===== config.mk =====
export PLATFORM = sky130hd
export DESIGN_NAME = mutf8_to_utf8_converter_unit
export DESIGN_NICKNAME = d
export VERILOG_FILES = /design/src/hw/rtl/mutf8_pkg.sv /design/src/hw/rtl/mutf8_decoder.sv /design/src/hw/rtl/mutf8_res_fifo.sv /design/src/hw/rtl/mutf8_to_utf8_converter_unit.sv
export SDC_FILE = /design/constraint.sdc
export NUM_CORES = 1
export LEC_CHECK = 0
export ABC_AREA = 1
export BUFFER_PORTS_ARGS = -buffer_cell sky130_fd_sc_hd__clkbuf_2
export CAP_MARGIN = 20
export CORE_MARGIN = 2
export CORE_UTILIZATION = 45
export CTS_CLUSTER_SIZE = 8
export DETAILED_ROUTE_END_ITERATION = 16
export PLACE_DENSITY_LB_ADDON = 0.2
export REMOVE_ABC_BUFFERS = 1
export SLEW_MARGIN = 20
export SYNTH_ARGS = -nofsm -noshare
export SYNTH_HDL_FRONTEND = slang
export SYNTH_HIERARCHICAL = 1
export SYNTH_SLANG_ARGS = --single-unit
export TNS_END_PERCENT = 50

===== constraint.sdc =====
create_clock -name i_clk -period 14.2 [get_ports i_clk]
set_clock_uncertainty 0.1 [all_clocks]
set_input_delay 2.13 -clock i_clk [delete_from_list [all_inputs] [get_ports i_clk]]
set_output_delay 2.13 -clock i_clk [all_outputs]
set_load 0.005 [all_outputs]

===== src/hw/rtl/mutf8_pkg.sv =====
// shared types, constants and helper functions for the modified utf-8 converter
// no dependencies; imported by mutf8_decoder, mutf8_res_fifo, the top level and the checker
package mutf8_pkg;

    localparam int POS_WIDTH_DEF = 32;
    localparam int MAX_RES       = 4;   // most results one input item can cause
    localparam int RES_DEPTH     = 8;   // result queue entries

    localparam logic [7:0]  LEAD_MIN2 = 8'hC2;
    localparam logic [7:0]  NUL_LEAD  = 8'hC0;
    localparam logic [7:0]  CONT_MIN  = 8'h80;
    localparam logic [15:0] SUR_HI    = 16'hD800;
    localparam logic [15:0] SUR_LO    = 16'hDC00;
    localparam logic [20:0] SUPP_BASE = 21'h10000;

    typedef enum logic [1:0] {
        ERR_NONE    = 2'd0,
        ERR_INVALID = 2'd1,
        ERR_EOI     = 2'd2
    } t_err;

    typedef struct packed {
        logic [7:0] data;
        logic       run_last;
        logic       string_end;
        t_err       code;
    } t_res_ctrl;

    typedef struct packed {
        t_res_ctrl [MAX_RES-1:0] ent;
        logic [2:0]              n;
    } t_bundle;

    typedef struct packed {
        logic [MAX_RES-1:0][7:0] b;
        logic [2:0]              n;
    } t_enc;

    function automatic logic cont_byte(input logic [7:0] b);
        return b[7:6] == 2'b10;
    endfunction

    function automatic logic [15:0] triple(input logic [7:0] a, input logic [7:0] b,
                                           input logic [7:0] c);
        return {a[3:0], b[5:0], c[5:0]};
    endfunction

    // standard utf-8 encoding of one code point, lead byte in b[0]
    function automatic t_enc encode(input logic [20:0] cp);
        t_enc e;
        e = '0;
        if (cp < 21'h80) begin
            e.b[0] = cp[7:0];
            e.n    = 3'd1;
        end else if (cp < 21'h800) begin
            e.b[0] = {3'b110, cp[10:6]};
            e.b[1] = {2'b10, cp[5:0]};
            e.n    = 3'd2;
        end else if (cp < SUPP_BASE) begin
            e.b[0] = {4'b1110, cp[15:12]};
            e.b[1] = {2'b10, cp[11:6]};
            e.b[2] = {2'b10, cp[5:0]};
            e.n    = 3'd3;
        end else begin
            e.b[0] = {5'b11110, cp[20:18]};
            e.b[1] = {2'b10, cp[17:12]};
            e.b[2] = {2'b10, cp[11:6]};
            e.b[3] = {2'b10, cp[5:0]};
            e.n    = 3'd4;
        end
        return e;
    endfunction

endpackage


===== src/hw/rtl/mutf8_decoder.sv =====
// sequence state and single-pass decode of one input byte into a bundle of results
// depends on mutf8_pkg
module mutf8_decoder #(
    parameter int POS_WIDTH = mutf8_pkg::POS_WIDTH_DEF
) (
    input  logic                   i_clk,
    input  logic                   i_rst_n,
    input  logic                   i_acc,
    input  logic [7:0]             i_byte,
    input  logic                   i_last,
    output mutf8_pkg::t_bundle     o_bundle,
    output logic [POS_WIDTH-1:0]   o_err_pos
);
    import mutf8_pkg::*;

    logic [7:0]           r_seq_b [5];
    logic [2:0]           r_seq_count;
    logic [POS_WIDTH-1:0] r_seq_start;
    logic [POS_WIDTH-1:0] r_byte_offset;
    logic                 r_draining;

    t_err                 err;
    logic [POS_WIDTH-1:0] epos;
    logic                 emit;
    logic                 hold;
    logic [20:0]          cp;
    logic [15:0]          v3;
    logic [15:0]          hi;
    logic [15:0]          lo;
    t_enc                 enc;

    always_comb begin
        err  = ERR_NONE;
        epos = '0;
        emit = 1'b0;
        hold = 1'b0;
        cp   = '0;
        v3   = triple(r_seq_b[0], r_seq_b[1], i_byte);
        hi   = triple(r_seq_b[0], r_seq_b[1], r_seq_b[2]);
        lo   = triple(r_seq_b[3], r_seq_b[4], i_byte);
        if (!r_draining) begin
            if (r_seq_count == 3'd0) begin
                if (i_byte == 8'h00) begin
                    err  = ERR_INVALID;
                    epos = r_byte_offset;
                end else if (i_byte < CONT_MIN) begin
                    emit = 1'b1;
                    cp   = {13'd0, i_byte};
                end else if (i_byte[7:5] == 3'b110 || i_byte[7:4] == 4'b1110) begin
                    if (i_last) begin
                        err  = ERR_EOI;
                        epos = r_byte_offset;
                    end else begin
                        hold = 1'b1;
                    end
                end else begin
                    err  = ERR_INVALID;
                    epos = r_byte_offset;
                end
            end else if (r_seq_b[0][7:5] == 3'b110) begin
                if (!cont_byte(i_byte)) begin
                    err  = ERR_INVALID;
                    epos = r_byte_offset;
                end else if (r_seq_b[0] == NUL_LEAD && i_byte == CONT_MIN) begin
                    emit = 1'b1;
                end else if (r_seq_b[0] < LEAD_MIN2) begin
                    err  = ERR_INVALID;
                    epos = r_seq_start;
                end else begin
                    emit = 1'b1;
                    cp   = {10'd0, r_seq_b[0][4:0], i_byte[5:0]};
                end
            end else if (r_seq_count == 3'd1) begin
                if (i_last) begin
                    err  = ERR_EOI;
                    epos = r_seq_start;
                end else if (!cont_byte(i_byte)) begin
                    err  = ERR_INVALID;
                    epos = r_seq_start;
                end else begin
                    hold = 1'b1;
                end
            end else if (r_seq_count == 3'd2) begin
                if (!cont_byte(i_byte) || v3 < 16'h0800 || v3[15:10] == SUR_LO[15:10]) begin
                    err  = ERR_INVALID;
                    epos = r_seq_start;
                end else if (v3[15:10] == SUR_HI[15:10]) begin
                    // high surrogate, wait for its partner triple
                    if (i_last) begin
                        err  = ERR_INVALID;
                        epos = r_seq_start;
                    end else begin
                        hold = 1'b1;
                    end
                end else begin
                    emit = 1'b1;
                    cp   = {5'd0, v3};
                end
            end else if (r_seq_count < 3'd5) begin
                if (i_last) begin
                    err  = ERR_INVALID;
                    epos = r_seq_start;
                end else begin
                    hold = 1'b1;
                end
            end else begin
                if (r_seq_b[3][7:4] != 4'b1110 || !cont_byte(r_seq_b[4]) ||
                    !cont_byte(i_byte) || lo[15:10] != SUR_LO[15:10]) begin
                    err  = ERR_INVALID;
                    epos = r_seq_start + POS_WIDTH'(3);
                end else begin
                    emit = 1'b1;
                    cp   = SUPP_BASE + {1'b0, hi[9:0], lo[9:0]};
                end
            end
        end
    end

    always_comb begin
        enc      = encode(cp);
        o_bundle = '0;
        if (i_acc && err != ERR_NONE) begin
            o_bundle.n                 = 3'd1;
            o_bundle.ent[0].data       = 8'h00;
            o_bundle.ent[0].run_last   = 1'b1;
            o_bundle.ent[0].string_end = 1'b1;
            o_bundle.ent[0].code       = err;
        end else if (i_acc && emit) begin
            o_bundle.n = enc.n;
            for (int k = 0; k < MAX_RES; k++) begin
                o_bundle.ent[k].data       = enc.b[k];
                o_bundle.ent[k].run_last   = (3'(k) == enc.n - 3'd1);
                o_bundle.ent[k].string_end = (3'(k) == enc.n - 3'd1) && i_last;
                o_bundle.ent[k].code       = ERR_NONE;
            end
        end
    end

    assign o_err_pos = epos;

    always_ff @(posedge i_clk) begin
        if (!i_rst_n) begin
            r_seq_count   <= '0;
            r_seq_start   <= '0;
            r_byte_offset <= '0;
            r_draining    <= 1'b0;
        end else if (i_acc) begin
            r_byte_offset <= r_byte_offset + POS_WIDTH'(1);
            if (!r_draining) begin
                if (r_seq_count == 3'd0) begin
                    r_seq_start <= r_byte_offset;
                end
                if (err != ERR_NONE) begin
                    r_seq_count <= '0;
                    r_draining  <= !i_last;
                end else if (emit) begin
                    r_seq_count <= '0;
                end else if (hold) begin
                    r_seq_count <= r_seq_count + 3'd1;
                end
            end
            if (i_last) begin
                r_byte_offset <= '0;
                r_seq_count   <= '0;
                r_draining    <= 1'b0;
            end
        end
    end

    // held sequence bytes, no reset
    always_ff @(posedge i_clk) begin
        if (i_acc && hold) begin
            r_seq_b[r_seq_count] <= i_byte;
        end
    end

endmodule


===== src/hw/rtl/mutf8_res_fifo.sv =====
// result queue: takes a bundle of up to four results at once, hands out one per cycle while i_pop is high
// depends on mutf8_pkg
module mutf8_res_fifo #(
    parameter int POS_WIDTH = mutf8_pkg::POS_WIDTH_DEF
) (
    input  logic                   i_clk,
    input  logic                   i_rst_n,
    input  mutf8_pkg::t_bundle     i_bundle,
    input  logic [POS_WIDTH-1:0]   i_err_pos,
    input  logic                   i_pop,
    output logic                   o_room,
    output logic                   o_valid,
    output mutf8_pkg::t_res_ctrl   o_ctrl,
    output logic [POS_WIDTH-1:0]   o_pos
);
    import mutf8_pkg::*;

    localparam int PTR_W = $clog2(RES_DEPTH);
    localparam int CNT_W = $clog2(RES_DEPTH + 1);

    t_res_ctrl            r_ctrl [RES_DEPTH];
    logic [POS_WIDTH-1:0] r_pos  [RES_DEPTH];
    logic [PTR_W-1:0]     r_wr_ptr;
    logic [PTR_W-1:0]     r_rd_ptr;
    logic [CNT_W-1:0]     r_count;
    logic                 pop;

    assign pop     = i_pop && (r_count != '0);
    assign o_valid = (r_count != '0);
    assign o_room  = (r_count <= CNT_W'(RES_DEPTH - MAX_RES));
    assign o_ctrl  = r_ctrl[r_rd_ptr];
    assign o_pos   = r_pos[r_rd_ptr];

    always_ff @(posedge i_clk) begin
        for (int k = 0; k < MAX_RES; k++) begin
            if (3'(k) < i_bundle.n) begin
                r_ctrl[r_wr_ptr + PTR_W'(k)] <= i_bundle.ent[k];
                r_pos[r_wr_ptr + PTR_W'(k)]  <= i_err_pos;
            end
        end
    end

    always_ff @(posedge i_clk) begin
        if (!i_rst_n) begin
            r_wr_ptr <= '0;
            r_rd_ptr <= '0;
            r_count  <= '0;
        end else begin
            r_wr_ptr <= r_wr_ptr + PTR_W'(i_bundle.n);
            r_rd_ptr <= r_rd_ptr + PTR_W'(pop);
            r_count  <= r_count + CNT_W'(i_bundle.n) - CNT_W'(pop);
        end
    end

endmodule


===== src/hw/rtl/mutf8_to_utf8_converter_unit.sv =====
// top level of the modified utf-8 to standard utf-8 converter
// depends on mutf8_pkg, mutf8_decoder and mutf8_res_fifo
//
// Takes a string of java modified utf-8 one byte per item and gives standard
// utf-8 one byte per result item. A byte is decoded in the cycle it is taken,
// straight into an eight-entry result queue; its results show on the master
// side from the next cycle on, one per cycle while the master side takes them. The slave side takes one item
// per cycle whenever at most four results are queued, so a steady stream runs
// at one item per clock: a character never gives more bytes than it took,
// and only a burst of results that the master side does not take stalls the
// input. The limit on output is the single-read queue: one result per cycle.
// Errors give one result carrying the error code and the byte offset within
// the string; the rest of that string is then dropped up to its last byte.
module mutf8_to_utf8_converter_unit #(
    parameter  int POS_WIDTH = mutf8_pkg::POS_WIDTH_DEF,
    localparam int M_DW      = ((8 + POS_WIDTH + 7) / 8) * 8
) (
    input  logic            i_clk,
    input  logic            i_rst_n,
    // slave side
    input  logic            i_s_tvalid,
    output logic            o_s_tready,
    input  logic [7:0]      i_s_tdata,   // [7:0] in_byte
    input  logic            i_s_tlast,   // in_last
    // master side
    output logic            o_m_tvalid,
    input  logic            i_m_tready,
    output logic [M_DW-1:0] o_m_tdata,   // [7:0] out_byte, then error_pos, zero pad
    output logic [2:0]      o_m_tuser,   // [0] run_last, [2:1] error_code
    output logic            o_m_tlast    // string_end
);
    import mutf8_pkg::*;

    logic                 s_acc;      // item taken this cycle
    logic                 room;       // queue can absorb a full bundle
    t_bundle              bundle;
    logic [POS_WIDTH-1:0] err_pos;
    t_res_ctrl            head;
    logic [POS_WIDTH-1:0] head_pos;

    assign o_s_tready = room;
    assign s_acc      = i_s_tvalid && room;

    // decode of the byte against the open sequence
    mutf8_decoder #(
        .POS_WIDTH (POS_WIDTH)
    ) u_decoder (
        .i_clk     (i_clk),
        .i_rst_n   (i_rst_n),
        .i_acc     (s_acc),
        .i_byte    (i_s_tdata),
        .i_last    (i_s_tlast),
        .o_bundle  (bundle),
        .o_err_pos (err_pos)
    );

    // queued results, drained one per master handshake
    mutf8_res_fifo #(
        .POS_WIDTH (POS_WIDTH)
    ) u_res_fifo (
        .i_clk     (i_clk),
        .i_rst_n   (i_rst_n),
        .i_bundle  (bundle),
        .i_err_pos (err_pos),
        .i_pop     (i_m_tready),
        .o_room    (room),
        .o_valid   (o_m_tvalid),
        .o_ctrl    (head),
        .o_pos     (head_pos)
    );

    // output packing, pad bits stay zero
    assign o_m_tdata = M_DW'({head_pos, head.data});
    assign o_m_tuser = {head.code, head.run_last};
    assign o_m_tlast = head.string_end;

endmodule


==> impl_metrics.py, run 1 <==
metrics = {
    "status": {
        "status": "completed",
    },
    "cells_and_area": {
        "fillCellCount": 5905,
        "stdcell_count": 4291,
        "drive_above_1_share_pct": 7.552,
        "area_growth_pct": 9.645,
        "fin_nets": 3518,
        "insertedDiodeCount": 0,
    },
    "place": {
        "dpl.hpwl_microns": 57040,
        "placedCellCount": 4194,
        "place.gp.congestion": 0.9828,
        "io_buffers": 58,
    },
    "global_route": {
        "grt_max_degree": 111,
        "grt_first_pass_wirelength_microns": 133200,
        "grt_overflow_total": 0,
        "grt_usage_pct": 27.51,
        "antenna_found_initial": 0,
        "grt_pass1_vias": 22401,
    },
    "clocking": {
        "clk_pin_slew_ps": 50,
        "holdBufCountCts": 0,
        "h-tree-depth": 3,
        "insertion_delay_ps": 610,
        "root_buffer": "clkbuf_16",
        "cts_made_buffers": 69,
        "cts_resized": 0,
        "cts_tree": "done",
        "cts_buffer_depth": 3,
        "cts_sinks": 466,
        "cts_setup_buffers": 0,
    },
    "run": {
        "cap_viol_max_count": 0,
    },
    "setup_path": {
        "start_kind": "input port",
        "critical_path_required_ps": 14330,
        "endpoint_kind": "flop",
        "worstPathArrival_ps": 7540,
        "crit_type": "in2reg",
        "cp_max_fo": 54,
    },
    "pwr": {
        "ir_drop_uv": 96.91,
        "power.leakage_nw": 11.72,
        "p_total_mw": 4.664,
        "powerDensity_mw_per_mm2": 156.2,
    },
    "route": {
        "antenna_left": 0,
        "vias": 24382,
        "drc": 0,
        "wire_per_inst_microns": 20.29,
        "drt_iter0_markers": 2581,
        "drt-pass1-iter-count": 6,
        "vias_per_cell": 5.682,
        "routed_wl_microns": 87070,
    },
    "yosys": {
        "synth_area_leaders": "edfxtp_1, nand2_1, o21ai_0",
        "yosysWarnings": 6,
        "async_flop_share_pct": 0,
        "syn_area_sq_mm": 0.02724,
        "synth_top_area_share_pct": 42.77,
        "synth_cells": 3552,
        "yosysUniqueCellTypes": 53,
        "ys_seq_area_share_pct": 48.50,
        "synth_seq_cells": 466,
        "synth_ff_type": "edfxtp_1",
        "syn_avg_cell_area_sq_um": 7.670,
        "synth_edf_count": 388,
        "yosysTopAreaCell": "edfxtp_1",
    },
    "timing": {
        "fin_crit_sh_pct": 52.14,
        "finalSetupViolations": 0,
        "worst_pin_slew_ps": 1140,
        "finalHoldViolations": 0,
        "fin_crit_ps": 7404,
        "report.final.slew_viol_count": 0,
        "setup_tns_ps": 0,
        "slew_headroom_pct": 23.70,
        "timing.fmax_ghz": 0.1351,
        "grt_setup_unrepaired": "no",
    },
    "floorplan": {
        "start_util_pct": 45.30,
        "dieArea_sq_mm": 0.06252,
        "coreArea_sq_mm": 0.06013,
        "dieHeight_microns": 250.0,
        "io_pins": 59,
        "row_count": 90,
        "die_w_microns": 250.0,
    },
    "worst_hold_path": {
        "hp-class": "reg2reg",
    },
}
cells by family after synthesis:
| logic type | after synthesis | share of synthesized area [%] |
|---|---|---|
| DFF | 466 | 48.50 |
| xor gates and xnor gates | 18 | 0.5787 |
| AOI/OAI and AO/OA | 641 | 12.63 |
| and+or+nand+nor | 1848 | 28.95 |
| other | 1 | 0.01377 |
| adders and majority gates | 20 | 0.9737 |
| buffers and inverters | 558 | 8.350 |
placed cells by master, fill, tap and decap left out, drive strengths merged, types with 4 or more instances in the layout:
| cell type | Yosys | layout |
|---|---|---|
| nand2 | 981 | 981 |
| o21ai | 448 | 448 |
| nor2 | 427 | 427 |
| edfxtp | 388 | 388 |
| inv | 307 | 310 |
| nand3 | 234 | 234 |
| clkbuf | 130 | 145 |
| nand4 | 134 | 134 |
| a21oi | 105 | 105 |
| dfxtp | 78 | 78 |
| nor3 | 54 | 54 |
| buf | 117 | 43 |
| o211ai | 24 | 24 |
| ha | 18 | 18 |
| xor2 | 16 | 16 |
| a31oi | 15 | 15 |
| o31ai | 10 | 10 |
| a22oi | 9 | 9 |
| nor4 | 9 | 9 |
| conb | 1 | 9 |
| a21boi | 9 | 9 |
| clkinv | 4 | 8 |
| a211oi | 5 | 5 |
| o2111ai | 5 | 5 |
| o21a | 4 | 4 |
layer usage:
metal	share of wire (%)	track usage, %	wire length, microns	up-vias
li1	-	-	-	11751
met1	44	39.24	38440	11340
met2	44	42.24	38440	1109
met3	8.6	4.422	7463	182
met4	3.1	10.16	2724	0
met5	0	0	0	-
through the flow:
| step | utilization, % | setup slack, ps | cell area (sq um) | hold slack [ps] |
|---|---|---|---|---|
| after floorplan | - | 6052 | 26170 | 369.3 |
| after global placement | 46.29 | 6413 | 27830 | 403.0 |
| after detailed placement | 46.29 | 6326 | 27830 | 408.2 |
| after CTS | 49.63 | 6954 | 29850 | 415.7 |
| after global routing | 49.67 | 6387 | 29870 | 451.1 |
| final | 49.67 | 6796 | 29870 | 423.5 |
worst max-delay path, cell delays in order:
cell and delay [ps]:
clkbuf_2 160, inv_2 90, nor2_8 540, inv_4 270, nor2_2 170, nand2_1 100
inv_2 60, nor2_1 50, nand2_2 350, nand2_2 160, nor2_2 130, nand2_2 90
nand2_1 70, nand2_1 270, nor2_1 190, buf_4 250, nor2_1 150, nor2_4 90
buf_4 470, nand3_1 560, o211ai_1 460, buf_4 650
cell usage after synthesis, drive strengths merged, types with 4 or more instances:
master and n:
inv 307, clkbuf 130, a31oi 15, edfxtp 388, nand2 981, o2111ai 5, nor4 9, a21oi 105
o21a 4, nand4 134, clkinv 4, ha 18, a22oi 9, o21ai 448, nor2 427, xor2 16
nand3 234, a21boi 9, a211oi 5, o31ai 10, nor3 54, dfxtp 78, buf 117, o211ai 24
power breakdown:
group / leakage (nW) / total (mW) / internal (mW) / switching (mW)
sequential: 4.28 / 1.78 / 1.68 / 0.107
clock: 0.967 / 1.52 / 0.922 / 0.603
combinational: 6.48 / 1.35 / 0.374 / 0.981
path summary, 6_finish.rpt:
| check | startpoint | end | slack, ps | depth (start not counted) |
|---|---|---|---|---|
| max | i_s_tdata[7] | u_res_fifo/r_pos[7][12] | 6800 | 22 |
| min | u_decoder/r_byte_offset[15] | u_decoder/r_byte_offset[16] | 420 | 2 |
| max reg2reg | u_decoder/r_seq_count[0] | u_res_fifo/r_pos[7][12] | 7320 | 21 |
| min reg2reg | u_decoder/r_byte_offset[15] | u_decoder/r_byte_offset[16] | 420 | 2 |
state kept, by name, summed over array words and instances (netlist names):
register,count
u_res_fifo/r_ctrl,96
u_res_fifo/r_rd_ptr,3
u_res_fifo/r_count,4
u_res_fifo/r_pos,256
u_decoder/r_seq_b,36
u_decoder/r_draining,1
u_decoder/r_seq_start,32
u_decoder/r_byte_offset,32
u_res_fifo/r_wr_ptr,3
u_decoder/r_seq_count,3
cell type report:
cell class | count | area, sq um | share of cell area, %
Clock inverter | 8 | 187.7 | 0.6283
Sequential cell | 466 | 13220 | 44.26
Tap cell | 782 | 978.4 | 3.276
Inverter | 311 | 1175 | 3.933
Multi-Input combinational cell | 2536 | 11870 | 39.74
Clock buffer | 87 | 1826 | 6.112
Timing Repair Buffer | 101 | 613.1 | 2.053
(Power assumes the default switching activity.)
==> run 2: changes to the inputs <==
==> constraint.sdc (replaced) <==
create_clock -name i_clk -period 7.3 [get_ports i_clk]
set_clock_uncertainty 0.1 [all_clocks]
set_input_delay 1.095 -clock i_clk [delete_from_list [all_inputs] [get_ports i_clk]]
set_output_delay 1.095 -clock i_clk [all_outputs]
set_load 0.005 [all_outputs]
==> impl_metrics.py, run 2 (synthesized netlist as in run 1, its figures left out) <==
metrics = {
    "status": {
        "status": "completed",
    },
    "clocking": {
        "clk_pin_slew_ps": 50,
        "cts_sinks": 466,
        "cts_made_buffers": 69,
        "h-tree-depth": 3,
        "cts_setup_buffers": 0,
        "cts_tree": "done",
        "root_buffer": "clkbuf_16",
        "insertion_delay_ps": 610,
        "holdBufCountCts": 0,
        "cts_resized": 0,
        "cts_buffer_depth": 3,
    },
    "global_route": {
        "grt_usage_pct": 28.07,
        "grt_pass1_vias": 22805,
        "grt_overflow_total": 0,
        "grt_max_degree": 78,
        "grt_first_pass_wirelength_microns": 136000,
        "antenna_found_initial": 2,
    },
    "timing": {
        "layout_setup_ws_ps": 1849,
        "finalHoldViolations": 0,
        "setup_tns_ps": 0,
        "fin_crit_ps": 5451,
        "timing.fmax_ghz": 0.1835,
        "report.final.slew_viol_count": 0,
        "fin_crit_sh_pct": 74.67,
        "slew_headroom_pct": 17.16,
        "grt_setup_unrepaired": "no",
        "finalSetupViolations": 0,
        "worst_pin_slew_ps": 1243,
    },
    "cells_and_area": {
        "final_common_cell": "nand2_1",
        "regMostFlops": "u_res_fifo/r_pos",
        "fin_nets": 3536,
        "final_area_sq_mm": 0.02998,
        "largest_reg_flops": 256,
        "final_cell_mix": "nand2_1, nor2_1, o21ai_0",
        "insertedDiodeCount": 0,
        "reg.largest.list": "u_res_fifo/r_pos: 256 flops, u_res_fifo/r_ctrl: 96 flops, u_decoder/r_seq_b: 36 flops",
        "area_growth_pct": 10.04,
        "fin_util_pct": 49.85,
        "drive_above_1_share_pct": 7.993,
    },
    "setup_path": {
        "worstPathArrival_ps": 5570,
        "cp_max_fo": 44,
        "endpoint_kind": "flop",
        "critical_path_required_ps": 7420,
        "start_kind": "flop",
        "crit_type": "reg2reg",
    },
    "place": {
        "place_area_sq_mm": 0.02800,
        "place.gp.congestion": 0.9893,
        "dpl.hpwl_microns": 57620,
        "io_buffers": 58,
        "place_ws_ps": 1387,
    },
    "floorplan": {
        "dieHeight_microns": 250.0,
        "start_util_pct": 45.30,
        "coreArea_sq_mm": 0.06013,
        "row_count": 90,
        "io_pins": 59,
        "die_w_microns": 250.0,
        "dieArea_sq_mm": 0.06252,
    },
    "route": {
        "routed_wl_microns": 89250,
        "drt_iter0_markers": 2855,
        "antenna_left": 0,
        "vias": 24760,
        "vias_per_cell": 5.745,
        "wire_per_inst_microns": 20.71,
        "drc": 0,
        "drt-pass1-iter-count": 6,
    },
    "pwr": {
        "ir_drop_uv": 194.3,
        "powerDensity_mw_per_mm2": 303.3,
        "power.leakage_nw": 11.80,
        "p_total_mw": 9.092,
    },
    "worst_hold_path": {
        "hp-class": "reg2reg",
    },
    "run": {
        "cap_viol_max_count": 0,
    },
}
## run 2: changes by cell type in the layout (fill, tap and decap cells not counted)
cell	previous run	this run
a21oi_1	101	102
a21oi_2	3	2
buf_12	0	1
buf_2	0	1
buf_4	43	59
clkbuf_16	70	69
clkbuf_8	1	0
clkinv_1	3	4
clkinv_16	4	3
clkinv_2	0	2
clkinv_4	1	0
inv_16	1	2
inv_6	1	2
## run 2: area by class of cell
class	count	area, sq um
Clock buffer	85	1787
Fill cell	5901	30160
Clock inverter	11	191.4
Sequential cell	466	13220
Multi-Input combinational cell	2536	11870
Timing Repair Buffer	119	758.2
Tap cell	782	978.4
Inverter	311	1175
## run 2: path summary, 6_finish.rpt
kind / startpoint / end / slack [ps] / cells past startpoint
max: u_decoder/r_seq_b[0][7] / u_res_fifo/r_pos[7][6] / 1850 / 19
min: u_decoder/r_byte_offset[15] / u_decoder/r_byte_offset[16] / 400 / 2
min reg2reg: u_decoder/r_byte_offset[15] / u_decoder/r_byte_offset[16] / 400 / 2
max reg2reg: u_decoder/r_seq_b[0][7] / u_res_fifo/r_pos[7][6] / 1850 / 19
## run 2: worst max-delay path, stage by stage, from the launching register on
cell	delay, ps
edfxtp_1	380
nand2_1	110
nor2_1	50
buf_4	190
inv_2	50
buf_4	420
nor2_1	140
nand2_2	390
nand2_2	170
nor2_2	130
nand2_2	90
nand2_1	70
nand2_1	290
nor2_1	190
buf_4	260
nor2_1	160
nor2_4	360
nand3_1	550
o211ai_1	280
buf_4	640
## run 2: routing by layer
layer  up-vias  wire, microns  track usage, %  share of wire (%)
li1      11789              -               -                  -
met1     11434          37810           38.97                 42
met2      1287          38960           42.52                 44
met3       250           8878           5.830                9.9
met4         0           3596           12.15                4.0
met5         -              0               0                  0
## run 2: power by group
part	total, mW	switching, mW	internal (mW)
clock	2.94	1.18	1.76
combinational	2.66	1.93	0.731
sequential	3.49	0.221	3.26
## run 2: per-stage QoR
step	cells	hold WS [ps]
floorplan	3313	369.3
CTS	4310	399.4
global route	4310	417.7
detailed placement	4214	392.0
global placement	4213	391.1
finish	4310	401.6
